$ cat config.mk
export PLATFORM = sky130hd
export DESIGN_NAME = cfbt_div
export DESIGN_NICKNAME = d
export VERILOG_FILES = /design/src/design/comb_filter_beat_tracker_top_macros.svh /design/src/design/cfbt_pkg.sv /design/src/design/cfbt_div.sv
export SDC_FILE = /design/constraint.sdc
export NUM_CORES = 1
export LEC_CHECK = 0
export BUFFER_PORTS_ARGS = -buffer_cell sky130_fd_sc_hd__buf_2
export CAP_MARGIN = 20
export CORE_ASPECT_RATIO = 0.9
export CORE_MARGIN = 4
export CORE_UTILIZATION = 52
export CTS_BUF_LIST = sky130_fd_sc_hd__clkbuf_8 sky130_fd_sc_hd__clkbuf_16
export CTS_CLUSTER_DIAMETER = 100
export DETAILED_ROUTE_END_ITERATION = 10
export PLACE_DENSITY = 0.75
export SLEW_MARGIN = 20
export SYNTH_ARGS = -nofsm -noshare
export SYNTH_HDL_FRONTEND = slang
export SYNTH_SLANG_ARGS = --single-unit
export TNS_END_PERCENT = 100
$ cat constraint.sdc
create_clock -name clk_i -period 3.7 [get_ports clk_i]
set_clock_uncertainty 0.1 [all_clocks]
set_input_delay 0.925 -clock clk_i [delete_from_list [all_inputs] [get_ports clk_i]]
set_output_delay 0.925 -clock clk_i [all_outputs]
set_load 0.01 [all_outputs]
$ cat src/design/comb_filter_beat_tracker_top_macros.svh
// Assertion helpers for the beat tracker. Clock and reset are the block's own.
`ifndef COMB_FILTER_BEAT_TRACKER_TOP_MACROS_SVH
`define COMB_FILTER_BEAT_TRACKER_TOP_MACROS_SVH

`ifndef SYNTHESIS
`define CFBT_ASSERT_NOW(lbl, ante, cons) \
  lbl: assert property (@(posedge clk_i) disable iff (!rst_ni) (ante) |-> (cons)) \
    else $error("cfbt check failed");
`define CFBT_ASSERT_NEXT(lbl, ante, cons) \
  lbl: assert property (@(posedge clk_i) disable iff (!rst_ni) (ante) |=> (cons)) \
    else $error("cfbt check failed");
`else
`define CFBT_ASSERT_NOW(lbl, ante, cons)
`define CFBT_ASSERT_NEXT(lbl, ante, cons)
`endif

`endif

$ cat src/design/cfbt_pkg.sv
package cfbt_pkg;

  localparam int CFG_AW   = 2;
  localparam int CFG_DW   = 8;
  localparam int SAMPLE_W = 16;
  localparam int SUM_W    = 19;
  localparam int WGT_W    = 17;
  localparam int STEP_W   = 5;
  localparam int MIN_PERIOD = 3;

  localparam logic [CFG_AW-1:0] REG_PERIOD_LOW  = 2'd0;
  localparam logic [CFG_AW-1:0] REG_PERIOD_HIGH = 2'd1;

  localparam logic [WGT_W-1:0]  WGT_ONE    = 17'd65536;
  localparam logic [STEP_W-1:0] WGT_STEPS  = 5'd17;
  localparam logic [STEP_W-1:0] FRAC_STEPS = 5'd16;

  typedef struct packed {
    logic              start;
    logic [STEP_W-1:0] steps;
  } div_ctl_t;

  typedef struct packed {
    logic busy;
    logic done;
  } div_sts_t;

endpackage

$ cat src/design/cfbt_div.sv
// Fractional restoring divider: quo = floor(num * 2^steps / den), num < den.
module cfbt_div import cfbt_pkg::*; #(
  parameter int DW = 16
) (
  input  logic             clk_i,
  input  logic             rst_ni,
  input  div_ctl_t         ctl_i,
  input  logic [DW-1:0]    num_i,
  input  logic [DW-1:0]    den_i,
  output div_sts_t         sts_o,
  output logic [WGT_W-1:0] quo_o
);

  logic [DW-1:0]     rem_q, den_q;
  logic [WGT_W-1:0]  quo_q;
  logic [STEP_W-1:0] cnt_q;
  logic              busy_q, done_q;
  logic [DW:0]       dbl_c;
  logic              bit_c;
  logic [DW-1:0]     rem_d;

  always_comb begin
    dbl_c = {rem_q, 1'b0};
    bit_c = dbl_c >= {1'b0, den_q};
    rem_d = bit_c ? DW'(dbl_c - {1'b0, den_q}) : DW'(dbl_c);
  end

  always_ff @(posedge clk_i or negedge rst_ni) begin
    if (!rst_ni) begin
      busy_q <= 1'b0;
      done_q <= 1'b0;
      cnt_q  <= '0;
    end else if (ctl_i.start) begin
      busy_q <= 1'b1;
      done_q <= 1'b0;
      cnt_q  <= ctl_i.steps;
    end else if (busy_q) begin
      cnt_q <= cnt_q - STEP_W'(1);
      if (cnt_q == STEP_W'(1)) begin
        busy_q <= 1'b0;
        done_q <= 1'b1;
      end
    end else begin
      done_q <= 1'b0;
    end
  end

  always_ff @(posedge clk_i) begin
    if (ctl_i.start) begin
      rem_q <= num_i;
      den_q <= den_i;
      quo_q <= '0;
    end else if (busy_q) begin
      rem_q <= rem_d;
      quo_q <= {quo_q[WGT_W-2:0], bit_c};
    end
  end

  assign sts_o.busy = busy_q;
  assign sts_o.done = done_q;
  assign quo_o      = quo_q;

endmodule

==> impl_summary.log, run 1 <==
INFO  metric status = finished clean
INFO  metric synth_seq_area_share = 44.0%
INFO  metric grt_start_max_net_pins = 33
INFO  metric numClockSinks = 56
INFO  metric grt_overflow_total = 0
INFO  metric place_hpwl = 5.61 mm
INFO  metric max-slew-margin-rel = 62.0%
INFO  metric filler_cell_count = 554
INFO  metric avgSynthCellArea = 9.74 sq um
INFO  metric pwr-share-clk = 15.0%
INFO  metric setup_viol = 0
INFO  metric post-place-cells = 473
INFO  metric reg2regPathDepth = 7
INFO  metric swShare = 41.3%
INFO  metric cts_tree = built
INFO  metric cts_resized = 0
INFO  metric drt-vias-per-instance = 5.68
INFO  metric hold_bufs_at_cts = 0
INFO  metric element_type_at_the_critical_path_start = register
INFO  metric cp-end-kind = register
INFO  metric finalNonFillerCells = 481
INFO  metric core-area = 6180 sq um
INFO  metric floorplan.initialDensity = 54.2%
INFO  metric synth_compound_area_share = 18.0%
INFO  metric cts-root-to-sink-buffers = 2
INFO  metric power.share.sequential = 36.0%
INFO  metric syn_nets = 403
INFO  metric wl_per_cell = 15.8 microns
INFO  metric clk_transition_reported_paths = 0.11 ns
INFO  metric yosysUniqueCellTypes = 55
INFO  metric dp_worst_setup_slack = 1.12 ns
INFO  metric route.vias.total = 2730
INFO  metric synth-edff-count = 32
INFO  metric syn_area = 3350 sq um
INFO  metric ctsHtreeMaxLevel = 2
INFO  metric detailedRoute.firstPassIterationCount = 5
INFO  metric reg2reg_to = rem_q[3]$_DFFE_PP_
INFO  metric vdd_drop_max = 0.000281 V
INFO  metric drt.antenna.violating_nets = 0
INFO  metric power.switching = 1020 uW
INFO  metric dieWidth = 92.6 microns
INFO  metric achievable-frequency = 375 MHz
INFO  metric xor_xnor_portion_of_the_synthesized_cell_area = 3.14%
INFO  metric maxCapViolCount = 0
INFO  metric clk_root_buffer_cell = sky130_fd_sc_hd__clkbuf_8
INFO  metric report.final.slew_viol_count = 0
INFO  metric synthArstFlopShare = 12.5%
INFO  metric insertion_delay = 0.32 ns
INFO  metric synth.area.mux_share = 5.71%
INFO  metric floorplan.rows = 27
INFO  metric critPathLaunch = rem_q[2]$_DFFE_PP_
INFO  metric final_nets = 452
INFO  metric final_hold_viol_count = 0
INFO  metric layout-area-overhead-vs-synth = 12.9%
INFO  metric yosysWarningCount = 0
INFO  metric synth_area_leader_cell = sky130_fd_sc_hd__edfxtp_1
INFO  metric synth_top_family_by_area = compound AO/OA/AOI/OAI gates
INFO  metric total_wire_length = 7.62 mm
INFO  metric synth-main-ff-cell = sky130_fd_sc_hd__edfxtp_1
INFO  metric p_comb_share = 49.0%
INFO  metric p_leak = 0.00174 uW
INFO  metric cts_buffers = 5
INFO  metric synth_cells = 344
INFO  metric dpl-instance-area = 3690 sq um
INFO  metric reg2reg_from = rem_q[2]$_DFFE_PP_
INFO  metric timing.critical_path.fanout_max = 10
INFO  metric aggregate_global_route_resource_usage = 19.9%
INFO  metric ys_top_cells_by_area = sky130_fd_sc_hd__edfxtp_1, sky130_fd_sc_hd__dfxtp_1, sky130_fd_sc_hd__ha_1
INFO  metric synth_fa_ha_area_share = 7.32%
INFO  metric antenna_found_initial = 0
INFO  metric period_share = 72.1%
INFO  metric drc_marker_count_from_the_first_detailed_route_iteration = 173
INFO  metric grt_setup_unrepaired = false
INFO  metric die_area = 7800 sq um
INFO  metric cts.repair_timing.setup_buffer_count = 0
INFO  metric synthDominantCellAreaShare = 28.7%
INFO  metric internal_power = 1450 uW
INFO  metric gp_congestion = 0.911
INFO  metric ys_seq_elements = 56
INFO  metric timing.hold.ws = 0.314 ns
INFO  metric via_count_of_the_first_global_routing_pass = 2587
INFO  metric sum_neg_setup_slack = 0 ns
INFO  metric drive_above_1_share = 20.3%
INFO  metric diodes = 0
INFO  metric tightest_slew = 0.570 ns
INFO  metric holdCritPathClass = input pin to asynchronous set/reset pin
INFO  metric post_synth_and_or_nand_nor_area_fraction = 15.6%
INFO  metric die_h = 84.2 microns
INFO  metric cellPowerDensity = 653 nW/um^2
INFO  metric regToRegSetupSlack = 1.03 ns
INFO  metric grt_first_pass_wirelength = 12.4 mm
INFO  metric io_buf_count = 58
INFO  metric finalCriticalPeriod = 2.67 ns
INFO  metric worst_ep_required_time = 3.73 ns
INFO  metric postLayoutSetupSlackWorst = 1.03 ns
INFO  metric pin_count = 59
INFO  metric stdcell_area = 3780 sq um
INFO  metric number_of_design_rule_violations_left_after_detail_routing = 0
INFO  metric worstPathArrival = 2.70 ns
INFO  metric criticalPathCategory = register to register
[cell type report]
class / instances / area (sq um) / area share, %
Multi-Input combinational cell: 241 / 1670 / 44.1
Clock buffer: 5 / 68.8 / 1.82
Inverter: 24 / 90.1 / 2.38
Tap cell: 87 / 109 / 2.88
Sequential cell: 56 / 1480 / 39.0
Clock inverter: 3 / 28.8 / 0.760
Timing Repair Buffer: 65 / 343 / 9.06
[stage by stage]
stage,total power [uW],utilization (%)
floorplan,1820,-
global placement,2050,59.6
detailed placement,2080,59.6
CTS,2460,61.2
global route,2650,61.2
finish,2470,61.2
[critical path, cell delays in order, from the launching register on]
cell and delay, ns:
sky130_fd_sc_hd__edfxtp_1 0.42, sky130_fd_sc_hd__ha_1 0.39, sky130_fd_sc_hd__nand3_1 0.16, sky130_fd_sc_hd__o21bai_1 0.24, sky130_fd_sc_hd__a21oi_1 0.32, sky130_fd_sc_hd__o21a_1 0.39, sky130_fd_sc_hd__nor2_4 0.14, sky130_fd_sc_hd__o311ai_1 0.32
[logic make-up (layout without fill, tap and decap cells)]
family	Yosys count	count (layout)
buffers and inverters	47	97
adder cells (fa/ha/maj)	19	19
multiplexers	19	19
AND/OR/NAND/NOR	103	103
flip-flops	56	56
XOR/XNOR	12	12
AO/OA/AOI/OAI	88	88
[synthesized netlist by cell type (all sizes together) (5+ instances only)]
| cell | instances |
|---|---|
| nor3 | 6 |
| a31oi | 5 |
| o21ai | 18 |
| o311ai | 5 |
| ha | 18 |
| a211oi | 6 |
| o21a | 6 |
| mux2i | 18 |
| nor2b | 8 |
| inv | 24 |
| nor2 | 37 |
| dfxtp | 17 |
| edfxtp | 32 |
| o31ai | 6 |
| clkbuf | 9 |
| dfrtp | 7 |
| a21o | 5 |
| nand2 | 23 |
| buf | 14 |
| nand2b | 9 |
| xor2 | 8 |
| a21oi | 17 |
[layout by cell type, fill, tap and decap left out, drive strengths merged, types with 9 or more instances in the layout]
| cell | instances |
|---|---|
| buf | 65 |
| nor2 | 37 |
| mux2i | 18 |
| nand2 | 23 |
| a21oi | 17 |
| edfxtp | 32 |
| dfxtp | 17 |
| inv | 27 |
| o21ai | 18 |
| ha | 18 |
| nand2b | 9 |
[per-layer routing]
metal  wire length, microns  share of wire [%]  track usage, %
met5                      0                  0               0
met3                    406                5.3            3.49
met2                   3610                 47            32.5
met1                   3540                 46            27.5
met4                     65               0.85            4.93
[state kept, by name, summed over array words and instances, names as in the netlist]
name	flops
quo_o	17
den_q	16
rem_q	16
cnt_q	5
busy_q	1
done_q	1
[power by group through the flow]
stage               Clock [uW]  Combinational [uW]  Sequential, uW
detailed placement           0                1180             903
finish                     371                1210             891
global placement             0                1150             898
CTS                        380                1190             889
floorplan                    0                 944             879
global route               412                1330             905
[worst max path at each step]
| stage | slack (ns) | endpoint | depth (start not counted) |
|---|---|---|---|
| 2_1_floorplan | 1.40 | rem_q[2]$_DFFE_PP_ | 9 |
| 3_3_place_gp | 1.15 | rem_q[14]$_DFFE_PP_ | 7 |
| 3_5_place_dp | 1.12 | rem_q[10]$_DFFE_PP_ | 8 |
| 4_1_cts | 1.07 | rem_q[3]$_DFFE_PP_ | 7 |
| 5_1_grt | 0.83 | rem_q[10]$_DFFE_PP_ | 7 |
| 6_report | 1.03 | rem_q[3]$_DFFE_PP_ | 7 |
No activity file was read; power rests on OpenSTA's default activity.
==> inputs of run 2 (changes only) <==
- CORE_UTILIZATION: 52 -> 51
- PLACE_DENSITY: 0.75 -> 0.77
- clock period: 3.7 -> 2.44 ns (I/O delays scaled with it)
==> run 2 against run 1 <==
Net effect:
- the run now ends with setup timing left
- non-clock buffer count up 27
- hold slack better by 0.038 ns
- combinational power up 110%
- sequential share of layout area down 4.3 points
- fmax up 4.9%
- clock power up 53%
- largest power group unchanged
==> impl_summary.log, run 2 (synthesis gave the netlist of run 1 again) <==
INFO  metric worst_ep_required_time = 2.49 ns
INFO  metric drive_above_1_share = 32.5%
INFO  metric regToRegSetupSlack = -0.10 ns
INFO  metric p_total = 4430 uW
INFO  metric max-slew-margin-rel = 71.9%
INFO  metric cp_cell_sequence = ha_1, ha_2, nand4_1, o31ai_1, a21o_1, o21a_4, nor2_4, buf_12, o311ai_2
INFO  metric achievable-frequency = 394 MHz
INFO  metric timing.critical_path.max_delay_family = compound AO/OA/AOI/OAI gates
INFO  metric reg2regPathDepth = 9
INFO  metric setup_viol = 12
INFO  metric dpl-instance-area = 3860 sq um
INFO  metric wl_per_cell = 16.8 microns
INFO  metric total_wire_length = 8.51 mm
INFO  metric floorplan.initialDensity = 53.6%
INFO  metric grt_overflow_total = 0
INFO  metric criticalPathCategory = register to register
INFO  metric via_count_of_the_first_global_routing_pass = 2826
INFO  metric io_buf_count = 58
INFO  metric grt_first_pass_wirelength = 13.2 mm
INFO  metric timing.hold.ws = 0.352 ns
INFO  metric layout_commonest_cell = sky130_fd_sc_hd__buf_2
INFO  metric postLayoutSetupSlackWorst = -0.100 ns
INFO  metric report.final.slew_viol_count = 0
INFO  metric status = finished with violations
INFO  metric drc_marker_count_from_the_first_detailed_route_iteration = 286
INFO  metric antenna_found_initial = 0
INFO  metric post-place-cells = 494
INFO  metric largest_register_ff_count = 17
INFO  metric cp-end-kind = register
INFO  metric route.vias.total = 2904
INFO  metric detailedRoute.firstPassIterationCount = 5
INFO  metric min_to = den_q[2]$_DFFE_PP_
INFO  metric cts-root-to-sink-buffers = 2
INFO  metric reg2reg_from = rem_q[0]$_DFFE_PP_
INFO  metric pin_count = 59
INFO  metric die_area = 7940 sq um
INFO  metric maxCapViolCount = 0
INFO  metric drt.antenna.violating_nets = 0
INFO  metric cts_tree = built
INFO  metric cts_buffers = 5
INFO  metric worst_hold_path.num_cells = 1
INFO  metric timing.critical_path.fanout_max = 10
INFO  metric aggregate_global_route_resource_usage = 20.5%
INFO  metric vdd_drop_max = 0.000410 V
INFO  metric period_share = 104%
INFO  metric grt_setup_unrepaired = true
INFO  metric mostFrequentLayoutCells = sky130_fd_sc_hd__buf_2, sky130_fd_sc_hd__nor2_1, sky130_fd_sc_hd__edfxtp_1
INFO  metric p_leak = 0.00191 uW
INFO  metric critical-path-max-stage-delay = 0.42 ns
INFO  metric grt_start_max_net_pins = 55
INFO  metric finalCriticalPeriod = 2.54 ns
INFO  metric stdcell_area = 4250 sq um
INFO  metric numClockSinks = 56
INFO  metric finalNonFillerCells = 508
INFO  metric ctsHtreeMaxLevel = 2
INFO  metric final_hold_viol_count = 0
INFO  metric die_h = 84.9 microns
INFO  metric clk_root_buffer_cell = sky130_fd_sc_hd__clkbuf_8
INFO  metric gp_congestion = 0.911
INFO  metric final_nets = 479
INFO  metric dieWidth = 93.5 microns
INFO  metric violations = setup timing
INFO  metric crit_slowest_cell = sky130_fd_sc_hd__edfxtp_1
INFO  metric insertion_delay = 0.32 ns
INFO  metric worstPathArrival = 2.59 ns
INFO  metric holdCritPathClass = input pin to register
INFO  metric cp_buf_inv_count = 1
INFO  metric diodes = 0
INFO  metric drt-vias-per-instance = 5.72
INFO  metric number_of_design_rule_violations_left_after_detail_routing = 0
INFO  metric clk_transition_reported_paths = 0.11 ns
INFO  metric reg2reg_to = rem_q[3]$_DFFE_PP_
INFO  metric core-area = 6250 sq um
INFO  metric min_from = den_i[2]
INFO  metric element_type_at_the_critical_path_start = register
INFO  metric cellPowerDensity = 1040 nW/um^2
INFO  metric dp_worst_setup_slack = -0.0246 ns
INFO  metric tightest_slew = 0.422 ns
INFO  metric layout-area-overhead-vs-synth = 26.8%
INFO  metric floorplan.rows = 27
INFO  metric place_hpwl = 5.80 mm
==> run 2: routing by layer <==
metal  global-route usage, %  vias up  routed length (microns)
met5                       0        -                        0
met4                    3.73        0                       92
met3                    3.90       13                      560
met2                    33.1      113                     4070
met1                    29.2     1383                     3790
li1                        -     1395                        -
==> run 2: per-stage QoR <==
step	TNS, ns	utilization (%)
final	-0.756	68.0
after detailed placement	-0.0531	61.7
after global routing	-1.74	68.0
after floorplan	0	-
after global placement	-0.0300	61.7
after CTS	0	64.1
==> run 2: final cells by class <==
cell class / count / area [sq um]
Timing Repair Buffer: 92 / 577
Fill cell: 469 / 2000
Inverter: 24 / 90.1
Tap cell: 87 / 109
Multi-Input combinational cell: 241 / 1900
Clock buffer: 5 / 68.8
Clock inverter: 3 / 28.8
Sequential cell: 56 / 1480
==> run 2: repair_timing <==
item,CTS,global route
resized for setup,2,38
pin swaps,1,10
setup endpoints to repair,7,17
hold buffers,1,0
setup buffers,2,4
endpoints found under the hold margin,7,0
==> run 2: worst max path at each step <==
stage                                      to  cells past startpoint  slack (ns)                from
after floorplan            rem_q[2]$_DFFE_PP_                      9        0.14  rem_q[9]$_DFFE_PP_
after global placement    rem_q[14]$_DFFE_PP_                      7       -0.03  rem_q[6]$_DFFE_PP_
after detailed placement   rem_q[5]$_DFFE_PP_                      7       -0.02  rem_q[9]$_DFFE_PP_
after CTS                 rem_q[14]$_DFFE_PP_                      7       0.004  rem_q[6]$_DFFE_PP_
after global routing       rem_q[8]$_DFFE_PP_                     10       -0.16  den_q[1]$_DFFE_PP_
final                      rem_q[3]$_DFFE_PP_                      9       -0.10  rem_q[0]$_DFFE_PP_
==> run 2: where the power goes <==
| part | switching, uW | internal [uW] |
|---|---|---|
| Combinational | 1320 | 1160 |
| Clock | 351 | 218 |
| Sequential | 147 | 1230 |
==> run 2: worst reg2reg max path, delay by kind of cell, from the launching register on <==
family / cells / cell delay (ns)
compound gates: 4 / 0.98
buf+inv: 1 / 0.16
simple gates: 2 / 0.19
fa+ha+maj: 2 / 0.52
flops: 1 / 0.42
==> inputs of run 3 (changes only) <==
- GPL_TIMING_DRIVEN: default -> 0
==> run 3 against run 2 <==
Net effect:
- the flow still finishes with violations (setup timing)
- flip-flop and latch count unchanged
- sequential power about the same
- wire length increased by 4.5%
- critical path depth unchanged
- non-clock buffer count decreased by 1
- hold slack got worse by 0.011 ns
- design area increased by 1.2%
- register-to-register slack improved by 0.07 ns
- first-iteration DRC count decreased by 4.5%
- fmax increased by 2.9%
- clock power decreased by 2%
- via count increased by 2.4%
- highest routed layer unchanged
==> impl_summary.log, run 3 (synthesis gave the netlist of run 1 again) <==
INFO  metric ctsHtreeMaxLevel = 2
INFO  metric cp_buf_inv_count = 2
INFO  metric postLayoutSetupSlackWorst = -0.0299 ns
INFO  metric max-slew-margin-rel = 49.9%
INFO  metric wl_per_cell = 17.6 microns
INFO  metric grt_overflow_total = 0
INFO  metric die_area = 7940 sq um
INFO  metric tightest_slew = 0.751 ns
INFO  metric numClockSinks = 56
INFO  metric antenna_found_initial = 0
INFO  metric place_hpwl = 5.77 mm
INFO  metric p_leak = 0.00189 uW
INFO  metric via_count_of_the_first_global_routing_pass = 2807
INFO  metric drc_marker_count_from_the_first_detailed_route_iteration = 273
INFO  metric floorplan.rows = 27
INFO  metric grt_setup_unrepaired = true
INFO  metric total_wire_length = 8.90 mm
INFO  metric element_type_at_the_critical_path_start = register
INFO  metric drive_above_1_share = 32.6%
INFO  metric violations = setup timing
INFO  metric clk_transition_reported_paths = 0.12 ns
INFO  metric worstPathArrival = 2.52 ns
INFO  metric route.vias.total = 2973
INFO  metric achievable-frequency = 405 MHz
INFO  metric period_share = 101%
INFO  metric report.final.slew_viol_count = 0
INFO  metric cp_cell_sequence = ha_4, nand3_1, o21bai_2, a21oi_2, o21a_1, buf_6, nor2_4, buf_12, o311ai_2
INFO  metric floorplan.initialDensity = 53.6%
INFO  metric io_buf_count = 58
INFO  metric filler_cell_count = 484
INFO  metric timing.critical_path.max_delay_family = compound AO/OA/AOI/OAI gates
INFO  metric dieWidth = 93.5 microns
INFO  metric finalCriticalPeriod = 2.47 ns
INFO  metric drt-vias-per-instance = 5.86
INFO  metric worst_ep_required_time = 2.49 ns
INFO  metric cp-end-kind = register
INFO  metric dp_worst_setup_slack = -0.495 ns
INFO  metric status = finished with violations
INFO  metric core-area = 6250 sq um
INFO  metric crit_slowest_cell = sky130_fd_sc_hd__edfxtp_1
INFO  metric gp_congestion = 0.930
INFO  metric clk_root_buffer_cell = sky130_fd_sc_hd__clkbuf_8
INFO  metric pin_count = 59
INFO  metric timing.hold.ws = 0.341 ns
INFO  metric largest_register_ff_count = 17
INFO  metric detailedRoute.firstPassIterationCount = 5
INFO  metric cellPowerDensity = 1050 nW/um^2
INFO  metric diodes = 0
INFO  metric cts_buffers = 5
INFO  metric setup_viol = 6
INFO  metric maxCapViolCount = 0
INFO  metric vdd_drop_max = 0.000597 V
INFO  metric timing.critical_path.fanout_max = 8
INFO  metric cts-root-to-sink-buffers = 2
INFO  metric critical-path-max-stage-delay = 0.46 ns
INFO  metric insertion_delay = 0.33 ns
INFO  metric criticalPathCategory = register to register
INFO  metric drt.antenna.violating_nets = 0
INFO  metric mostFrequentLayoutCells = sky130_fd_sc_hd__buf_2, sky130_fd_sc_hd__nor2_1, sky130_fd_sc_hd__edfxtp_1
INFO  metric layout_commonest_cell = sky130_fd_sc_hd__buf_2
INFO  metric die_h = 84.9 microns
INFO  metric final_hold_viol_count = 0
INFO  metric final_nets = 478
INFO  metric grt_start_max_net_pins = 20
INFO  metric aggregate_global_route_resource_usage = 21.4%
INFO  metric layout-area-overhead-vs-synth = 28.3%
INFO  metric grt_first_pass_wirelength = 13.5 mm
INFO  metric cts_tree = built
INFO  metric holdCritPathClass = input pin to register
INFO  metric post-route-util = 68.8%
INFO  metric number_of_design_rule_violations_left_after_detail_routing = 0
INFO  metric p_total = 4500 uW
## run 3: layout make-up
cell class / count / area, sq um / share of cell area (%)
Clock inverter: 3 / 26.3 / 0.611
Inverter: 24 / 90.1 / 2.09
Clock buffer: 5 / 68.8 / 1.60
Buffer: 21 / 130 / 3.03
Tap cell: 87 / 109 / 2.53
Sequential cell: 56 / 1480 / 34.3
Timing Repair Buffer: 70 / 414 / 9.63
Multi-Input combinational cell: 241 / 1990 / 46.2
## run 3: final timing paths
kind / startpoint / end / slack [ns] / depth (start not counted)
max: rem_q[3]$_DFFE_PP_ / rem_q[5]$_DFFE_PP_ / -0.03 / 9
min: den_i[10] / den_q[10]$_DFFE_PP_ / 0.34 / 1
max reg2reg: rem_q[3]$_DFFE_PP_ / rem_q[5]$_DFFE_PP_ / -0.03 / 9
min reg2reg: quo_o[16]$_SDFFE_PP0P_ / quo_o[16]$_SDFFE_PP0P_ / 0.41 / 2
max in group asynchronous: rst_ni / cnt_q[3]$_DFFE_PN0P_ / 1.56 / 2
min in group asynchronous: rst_ni / busy_q$_DFF_PN0_ / 0.53 / 2
## run 3: layer usage
layer | track usage [%] | share of wire (%) | vias to the layer above
li1 | - | - | 1400
met1 | 29.1 | 44 | 1445
met2 | 35.5 | 49 | 111
met3 | 3.46 | 5.8 | 17
met4 | 5.86 | 1.5 | 0
met5 | 0 | 0 | -
## run 3: timing repair
action | 4_1_cts | 5_1_grt
setup buffers | 5 | 4
endpoints found under the hold margin | 1 | 0
resized for setup | 8 | 62
pin swaps | 3 | 27
setup endpoints to repair | 32 | 33
gates cloned | 0 | 2
hold buffers | 1 | 0
## run 3: stage by stage
stage	cells	cell area (sq um)	setup TNS, ns
finish	507	4300	-0.0979
global route	507	4300	-0.947
CTS	503	3930	-0.629
detailed placement	489	3750	-16.72
global placement	489	3750	-15.35
floorplan	344	3350	0
## run 3: power by group
part | total [uW] | leakage, uW | switching (uW) | internal, uW
registers | 1380 | 0.000548 | 151 | 1230
logic | 2560 | 0.00129 | 1390 | 1160
clock network | 558 | 0.0000506 | 346 | 213
total | 4500 | 0.00189 | 1890 | 2610
